--- config.mk ---
export PLATFORM = sky130hd
export DESIGN_NAME = midi_control_learn_engine_unit
export DESIGN_NICKNAME = d
export VERILOG_FILES = /design/src/hw/rtl/mcle_pkg.sv /design/src/hw/rtl/mcle_front.sv /design/src/hw/rtl/mcle_back.sv /design/src/hw/rtl/mcle_regs.sv /design/src/hw/rtl/midi_control_learn_engine_unit.sv
export SDC_FILE = /design/constraint.sdc
export NUM_CORES = 2
export LEC_CHECK = 0
export BUFFER_PORTS_ARGS = -buffer_cell sky130_fd_sc_hd__buf_2
export CAP_MARGIN = 20
export CORE_MARGIN = 2
export CORE_UTILIZATION = 25
export CTS_BUF_LIST = sky130_fd_sc_hd__clkbuf_8
export CTS_CLUSTER_DIAMETER = 50
export DETAILED_ROUTE_END_ITERATION = 6
export MAX_ROUTING_LAYER = met4
export PLACE_DENSITY = 0.38
export SLEW_MARGIN = 20
export SYNTH_ARGS = -nofsm -noshare
export SYNTH_HDL_FRONTEND = slang
export SYNTH_SLANG_ARGS = --single-unit
--- constraint.sdc ---
create_clock -name clk -period 7 [get_ports clk]
set_clock_uncertainty 0.05 [all_clocks]
set_input_delay 1.4 -clock clk [delete_from_list [all_inputs] [get_ports clk]]
set_output_delay 1.4 -clock clk [all_outputs]
set_load 0.01 [all_outputs]
--- src/hw/rtl/mcle_pkg.sv ---
// ----------------------------------------------------------------------------
// mcle_pkg
// Types and constants shared by the control learn engine.
// ----------------------------------------------------------------------------
package mcle_pkg;

  localparam int MaxTargets = 64;
  localparam int ObsSlots   = 16;
  localparam int TgtW       = $clog2(MaxTargets);
  localparam int SlotW      = (ObsSlots > 1) ? $clog2(ObsSlots) : 1;
  localparam int QDepth     = 2;

  typedef enum logic [1:0] {
    CMD_EVENT = 2'd0,
    CMD_BEGIN = 2'd1,
    CMD_SKIP  = 2'd2,
    CMD_NONE  = 2'd3
  } cmd_e;

  typedef enum logic [1:0] {
    KIND_NOTE_OFF = 2'd0,
    KIND_NOTE_ON  = 2'd1,
    KIND_CC       = 2'd2,
    KIND_OTHER    = 2'd3
  } kind_e;

  localparam logic [1:0] REG_TARGET_COUNT = 2'd0;
  localparam logic [1:0] REG_MOMENTARY    = 2'd1;
  localparam logic [1:0] REG_REQ_MOVES    = 2'd2;

  typedef struct packed {
    logic [1:0]  cmd;
    logic [1:0]  event_kind;
    logic [15:0] address_key;
    logic [6:0]  event_value;
  } in_item_t;

  typedef struct packed {
    logic        bound;
    logic [5:0]  bound_target;
    logic [15:0] bound_address;
    logic        session_active;
    logic        obs_overflow;
  } out_item_t;

  // classified item handed from front to back
  typedef struct packed {
    logic        is_begin;
    logic        is_skip;
    logic        is_event;
    logic        mom_ok;
    logic [15:0] key;
    logic [6:0]  value;
  } work_t;

  typedef struct packed {
    logic [6:0]  target_count;
    logic [63:0] momentary_mask;
    logic [3:0]  required_moves;
  } cfg_t;

  typedef enum logic [2:0] {
    ST_IDLE,
    ST_SCAN_BOUND,
    ST_SCAN_OBS,
    ST_UPDATE,
    ST_CLEAR,
    ST_OUT
  } state_e;

endpackage

--- src/hw/rtl/mcle_front.sv ---
// ----------------------------------------------------------------------------
// mcle_front
// Accepts items, decodes the command and holds them in a short queue.
// ----------------------------------------------------------------------------
module mcle_front import mcle_pkg::*; (
  input  logic     clk,
  input  logic     rst,
  input  logic     in_valid,
  output logic     in_ready,
  input  in_item_t in_item,
  output logic     q_valid,
  input  logic     q_ready,
  output work_t    q_item
);

  work_t            mem [QDepth];
  logic [0:0]       wp, rp;
  logic [1:0]       cnt;
  work_t            w;

  always_comb begin
    w.is_begin = (in_item.cmd == CMD_BEGIN);
    w.is_skip  = (in_item.cmd == CMD_SKIP);
    w.is_event = (in_item.cmd == CMD_EVENT) && (in_item.event_kind != KIND_NOTE_OFF);
    w.mom_ok   = (in_item.event_kind == KIND_NOTE_ON || in_item.event_kind == KIND_CC) &&
                 (in_item.event_value != 7'd0);
    w.key      = in_item.address_key;
    w.value    = in_item.event_value;
  end

  assign in_ready = (cnt != 2'(QDepth));
  assign q_valid  = (cnt != 2'd0);
  assign q_item   = mem[rp];

  always_ff @(posedge clk) begin
    if (in_valid && in_ready) mem[wp] <= w;
    if (rst) begin
      wp <= 1'b0; rp <= 1'b0; cnt <= 2'd0;
    end else begin
      if (in_valid && in_ready) wp <= wp + 1'b1;
      if (q_valid && q_ready) rp <= rp + 1'b1;
      cnt <= cnt + 2'(in_valid && in_ready) - 2'(q_valid && q_ready);
    end
  end

endmodule

--- src/hw/rtl/mcle_back.sv ---
// ----------------------------------------------------------------------------
// mcle_back
// Carries out one item: scans bound addresses and observation slots in turn.
// ----------------------------------------------------------------------------
module mcle_back import mcle_pkg::*; (
  input  logic      clk,
  input  logic      rst,
  input  cfg_t      cfg,
  input  logic      q_valid,
  output logic      q_ready,
  input  work_t     q_item,
  output logic      out_valid,
  input  logic      out_ready,
  output out_item_t out_item
);

  state_e state, state_next;

  logic [TgtW:0]   target_index, binding_count;
  logic [TgtW:0]   scan;
  logic [15:0]     bmem [MaxTargets];
  logic [15:0]     bread;
  logic            bread_ok;
  logic            in_use;

  logic [ObsSlots-1:0] obs_valid;
  logic [15:0]     obs_address [ObsSlots];
  logic [6:0]      obs_last [ObsSlots];
  logic [3:0]      obs_moves [ObsSlots];

  work_t           cur;
  logic            hit, have_free;
  logic [SlotW-1:0] hit_slot, free_slot;
  out_item_t       res;

  logic [TgtW:0]   eff_count;
  logic            active;
  logic            mom;
  logic [SlotW:0]  oscan;
  logic [SlotW-1:0] os;

  assign eff_count = (cfg.target_count > 7'(MaxTargets)) ? (TgtW+1)'(MaxTargets)
                                                        : (TgtW+1)'(cfg.target_count);
  assign active    = target_index < eff_count;
  assign mom       = cfg.momentary_mask[target_index[TgtW-1:0]];
  assign os        = oscan[SlotW-1:0];

  always_comb begin
    state_next = state;
    unique case (state)
      ST_IDLE: if (q_valid) state_next = ST_SCAN_BOUND;
      ST_SCAN_BOUND: begin
        if (!(q_item.is_event && active)) state_next = ST_UPDATE;
        else if (bread_ok && bread == q_item.key) state_next = ST_UPDATE;
        else if (scan >= binding_count) state_next = ST_SCAN_OBS;
      end
      ST_SCAN_OBS: if (oscan == (SlotW+1)'(ObsSlots-1)) state_next = ST_UPDATE;
      ST_UPDATE: state_next = ST_CLEAR;
      ST_CLEAR: state_next = ST_OUT;
      ST_OUT: if (out_ready) state_next = ST_IDLE;
      default: state_next = ST_IDLE;
    endcase
  end

  always_comb begin
    q_ready   = (state == ST_OUT) && out_ready;
    out_valid = (state == ST_OUT);
    out_item  = res;
  end

  always_ff @(posedge clk) begin
    bread <= bmem[scan[TgtW-1:0]];
    if (state == ST_CLEAR && res.bound && binding_count < (TgtW+1)'(MaxTargets))
      bmem[binding_count[TgtW-1:0]] <= cur.key;
  end

  always_ff @(posedge clk) begin
    if (rst) begin
      state <= ST_IDLE;
      target_index <= '0;
      binding_count <= '0;
      obs_valid <= '0;
      bread_ok <= 1'b0;
    end else begin
      state <= state_next;
      unique case (state)
        ST_IDLE: begin
          cur <= q_item;
          scan <= '0; oscan <= '0;
          bread_ok <= 1'b0; in_use <= 1'b0;
          hit <= 1'b0; have_free <= 1'b0;
          res <= '0;
        end
        ST_SCAN_BOUND: begin
          if (bread_ok && bread == q_item.key && scan <= binding_count) in_use <= 1'b1;
          bread_ok <= (scan < binding_count);
          scan <= scan + 1'b1;
        end
        ST_SCAN_OBS: begin
          if (obs_valid[os]) begin
            if (!hit && obs_address[os] == cur.key) begin
              hit <= 1'b1; hit_slot <= os;
            end
          end else if (!have_free) begin
            have_free <= 1'b1; free_slot <= os;
          end
          oscan <= oscan + 1'b1;
        end
        ST_UPDATE: begin
          if (cur.is_begin) begin
            target_index <= '0; binding_count <= '0; obs_valid <= '0;
          end else if (cur.is_skip) begin
            if (active) begin
              target_index <= target_index + 1'b1; obs_valid <= '0;
            end
          end else if (cur.is_event && active && !in_use) begin
            if (mom) begin
              if (cur.mom_ok) res.bound <= 1'b1;
            end else if (hit) begin
              if (obs_last[hit_slot] != cur.value) begin
                obs_last[hit_slot] <= cur.value;
                if (obs_moves[hit_slot] != 4'd15) obs_moves[hit_slot] <= obs_moves[hit_slot] + 1'b1;
                if (5'(obs_moves[hit_slot]) + 5'd1 >= 5'(cfg.required_moves)) res.bound <= 1'b1;
              end else if (obs_moves[hit_slot] >= cfg.required_moves) res.bound <= 1'b1;
            end else if (have_free) begin
              obs_valid[free_slot] <= 1'b1;
              obs_address[free_slot] <= cur.key;
              obs_last[free_slot] <= cur.value;
              obs_moves[free_slot] <= 4'd1;
              if (cfg.required_moves <= 4'd1) res.bound <= 1'b1;
            end else res.obs_overflow <= 1'b1;
          end
        end
        ST_CLEAR: begin
          if (res.bound) begin
            res.bound_target <= target_index[TgtW-1:0];
            res.bound_address <= cur.key;
            if (binding_count < (TgtW+1)'(MaxTargets)) binding_count <= binding_count + 1'b1;
            target_index <= target_index + 1'b1;
            obs_valid <= '0;
            res.session_active <= (target_index + 1'b1) < eff_count;
          end else res.session_active <= active;
        end
        ST_OUT: ;
        default: ;
      endcase
    end
  end

endmodule

--- src/hw/rtl/mcle_regs.sv ---
// ----------------------------------------------------------------------------
// mcle_regs
// APB register file: target count, momentary mask, required moves.
// ----------------------------------------------------------------------------
module mcle_regs import mcle_pkg::*; (
  input  logic        clk,
  input  logic        rst,
  input  logic        psel,
  input  logic        penable,
  input  logic        pwrite,
  input  logic [4:0]  paddr,
  input  logic [63:0] pwdata,
  output logic [63:0] prdata,
  output logic        pready,
  output cfg_t        cfg
);

  logic [1:0] idx;
  assign idx    = paddr[4:3];
  assign pready = 1'b1;

  always_comb begin
    unique case (idx)
      REG_TARGET_COUNT: prdata = {57'd0, cfg.target_count};
      REG_MOMENTARY:    prdata = cfg.momentary_mask;
      REG_REQ_MOVES:    prdata = {60'd0, cfg.required_moves};
      default:          prdata = '0;
    endcase
  end

  always_ff @(posedge clk) begin
    if (rst) begin
      cfg.target_count <= '0;
      cfg.momentary_mask <= '0;
      cfg.required_moves <= 4'd3;
    end else if (psel && penable && pwrite && paddr[2:0] == 3'd0) begin
      unique case (idx)
        REG_TARGET_COUNT: cfg.target_count <= pwdata[6:0];
        REG_MOMENTARY:    cfg.momentary_mask <= pwdata;
        REG_REQ_MOVES:    cfg.required_moves <= pwdata[3:0];
        default: ;
      endcase
    end
  end

endmodule

--- src/hw/rtl/midi_control_learn_engine_unit.sv ---
// ----------------------------------------------------------------------------
// midi_control_learn_engine_unit
// Each item passes through dispatch, a bound-address scan, a scan of the
// 16 observation slots, then update, finish and output states, one item
// at a time; commands and ignored events skip both scans, and a bound
// address skips the slot scan. The sequential scans in the back part limit
// throughput. Synchronous reset clears control state; the bound-address
// memory is undefined until written. A two-entry queue sits in front.
// ----------------------------------------------------------------------------
module midi_control_learn_engine_unit import mcle_pkg::*; (
  input  logic        clk,
  input  logic        rst,
  input  logic        in_valid,
  output logic        in_ready,
  input  in_item_t    in_item,
  output logic        out_valid,
  input  logic        out_ready,
  output out_item_t   out_item,
  input  logic        psel,
  input  logic        penable,
  input  logic        pwrite,
  input  logic [4:0]  paddr,
  input  logic [63:0] pwdata,
  output logic [63:0] prdata,
  output logic        pready
);

  cfg_t  cfg;
  logic  q_valid, q_ready;
  work_t q_item;

  mcle_regs u_regs (.clk, .rst, .psel, .penable, .pwrite, .paddr, .pwdata,
                    .prdata, .pready, .cfg);
  mcle_front u_front (.clk, .rst, .in_valid, .in_ready, .in_item,
                      .q_valid, .q_ready, .q_item);
  mcle_back u_back (.clk, .rst, .cfg, .q_valid, .q_ready, .q_item,
                    .out_valid, .out_ready, .out_item);

endmodule

==> results.ini <==
[detailed_routing]
routed_wl_mm=203
drcViolationCount=0
first_pass_iters=5
wire_per_inst_um=26.3
viasPerCell=4.51
drtIter0Drc=2911
vias=34812
drtAntennaViolNets=0

[grt]
grt_max_degree=132
met3_usage_pct=2.46
grt_pass1_vias=36215
grt_usage_pct=14.8
grt_util_met2_pct=23.9
overflow=0
busiest_layer=met2
grt_pass1_wl_mm=285
grt_use_met1_pct=19.4
antenna_found_initial=30

[floorplanning]
coreArea_mm2=0.271
fp-row-count=191
start_util_pct=25.2
ioPinCount=195
die_area_mm2=0.277
die_w_um=526
die_h_um=526

[cts]
cts_resized=0
clock-sinks=1723
cts_tree=done
cts_root_buf=clkbuf_8
hold_buffers=0
clkTransAtPathRegs_ns=0.06
postCtsSetupBuffers=0
clkLatencyLatePin_ns=0.94
h-tree-depth=5
cts_buffers=324
ctsLongestPathBuffers=4

[sta]
setup_viol=0
rsz0062_at_grt=no
fin_ws_ns=2.28
fin_crit_ns=4.72
fmax_mhz=212
finalSetupTns_ns=0
finalCritPeriodShare_pct=67.5
tightest_slew_ns=1.10
hold_viol=0
relSlewSlack_pct=26.5
slew_violations=0

[critical_path]
worstRegToRegCells=11
regToRegSetupSlack_ns=2.28
worstSetupEndpointType=register
required_ns=7.57
cp_max_fo=20
worstReg2RegEnd=u_back.obs_address[9][14]
critPathArrivalTime_ns=5.29
worstReg2RegStart=u_back.target_index[2]
path_class=reg -> reg
start_kind=register

[placement]
globalplace.congestion=0.790
preCtsSetupSlack_ns=1.87
dp_cells=7152
place_area_mm2=0.0742
dp.final_hpwl_mm=122
portBuffers=193

[layout]
utilization_pct=29.6
drive_above_1_share_pct=32.0
postLayoutCellArea_mm2=0.0801
area_growth_pct=17.5
stdcell_count=7720
nets=4050

[synthesis]
synth_flop_cell=edfxtp_1
synth-edff-count=1585
syn_area_mm2=0.0682
ys_warn_count=0
synth_cells=3440
async_flop_share_pct=0
synth-seq-cells=1723
syn_nets=3580
yosysSeqAreaShare_pct=73.8
ys_types=63
avgSynthCellArea_um2=19.8

[run_status]
outcome=finished clean

[hold_path]
min-delay-start=u_back.obs_valid[2]
min_path_type=reg -> reg
holdPathEnd=u_back.obs_valid[2]
min_path_cells=2

[job]
maxCapViolations=0

[power]
vdd_drop_max_v=0.000206
power_density_mw_per_mm2=320
p_leak_nw=25.7

[where the power goes]
part	internal (mW)	leakage, nW	switching, mW
registers	11.9	15.4	0.345
logic	1.77	6.82	2.54
clock network	4.80	3.41	4.30
[Yosys cell counts (all sizes together) (37+ instances only)]
master	instances	share of area [%]
dfxtp	138	4.0
a21oi	95	0.70
mux4	467	15
nand2	193	1.1
nand3	46	0.35
ha	37	0.68
edfxtp	1585	70
nor2	154	0.86
mux2i	82	1.2
and2	67	0.61
clkbuf	104	0.57
inv	45	0.25
buf	81	0.57
[cells in the final DEF, fill, tap and decap left out, types with 16 or more instances in the layout]
master,instances
mux4_2,467
clkinv_1,58
dfxtp_1,131
nand3_1,44
nor2b_1,22
mux2i_1,82
o32ai_1,16
and3_1,28
nor2_1,95
buf_4,127
xor2_1,32
ha_1,37
clkinv_2,29
edfxtp_1,1585
mux2_2,35
and2_1,66
a21oi_1,95
xnor2_1,30
inv_1,154
nor2_2,48
buf_2,192
o21ai_0,17
a31oi_1,17
nand2_1,192
clkbuf_8,342
[cells by family after synthesis]
logic type      after synthesis  share of synthesized area [%]
flops                      1723                           73.8
simple gates                586                           4.05
mux                         585                           17.2
xor+xnor                     62                          0.796
other cells                   1                        0.00550
fa+ha+maj                    37                          0.679
compound gates              214                           2.03
buf+inv                     232                           1.40
[layer usage]
metal	vias up	wire [um]
li1	14958	-
met1	18524	91200
met2	993	98100
met3	337	9110
met4	0	4620
met5	-	0
[area by class of cell]
cell class | count | area, um2
fill | 26786 | 191000
sequential | 1723 | 50400
multi-input combinational | 1485 | 17100
clock buffer | 342 | 4710
tap | 3570 | 4470
timing repair buffer | 329 | 2120
clock inverter | 218 | 1150
inverter | 47 | 176
antenna | 6 | 15.0
[worst max-delay path by stage]
stage | start | to | slack (ns) | cells past startpoint
global route | register | u_back.obs_moves[7][2] | 1.86 | 10
finish | u_back.target_index[2] | u_back.obs_address[9][14] | 2.28 | 11
floorplan | rst | u_back.cur[0] | 2.08 | 3
CTS | u_back.target_index[0] | u_back.obs_address[9][11] | 1.79 | 10
detailed placement | u_back.target_index[0] | u_back.obs_address[9][11] | 1.87 | 10
global placement | u_back.target_index[0] | u_back.obs_address[9][14] | 1.96 | 10
[metrics by stage]
stage               hold slack, ns  power [mW]
floorplan                    0.382        15.0
global route                 0.432        26.8
detailed placement           0.407        16.9
global placement             0.392        16.9
finish                       0.416        25.7
CTS                          0.418        26.2
[registers in the layout, summed over array words and instances, names as in the netlist, 2 cells and up, named ones only]
signal and cells:
u_back.binding_count 7, u_back.bmem 1024, u_back.bread 16, u_back.cur 27, u_back.free_slot 4, u_back.hit_slot 4
u_back.obs_address 256, u_back.obs_last 112, u_back.obs_moves 64, u_back.obs_valid 16, u_back.oscan 5, u_back.out_item 25
u_back.scan 7, u_back.state 3, u_back.target_index 7, u_front.cnt 2, u_front.mem 54, u_regs.cfg 75
[critical path: stages, from the launching register on]
cell and delay (ns):
dfxtp_1 0.79, buf_4 0.32, mux4_2 0.33, mux4_2 0.47
nand2_1 0.09, a32o_2 0.26, o2111ai_4 0.20, nor3_2 0.24
buf_4 0.26, nand2_1 0.28, nor2_2 0.85, buf_4 0.25
(Power assumes the default switching activity.)
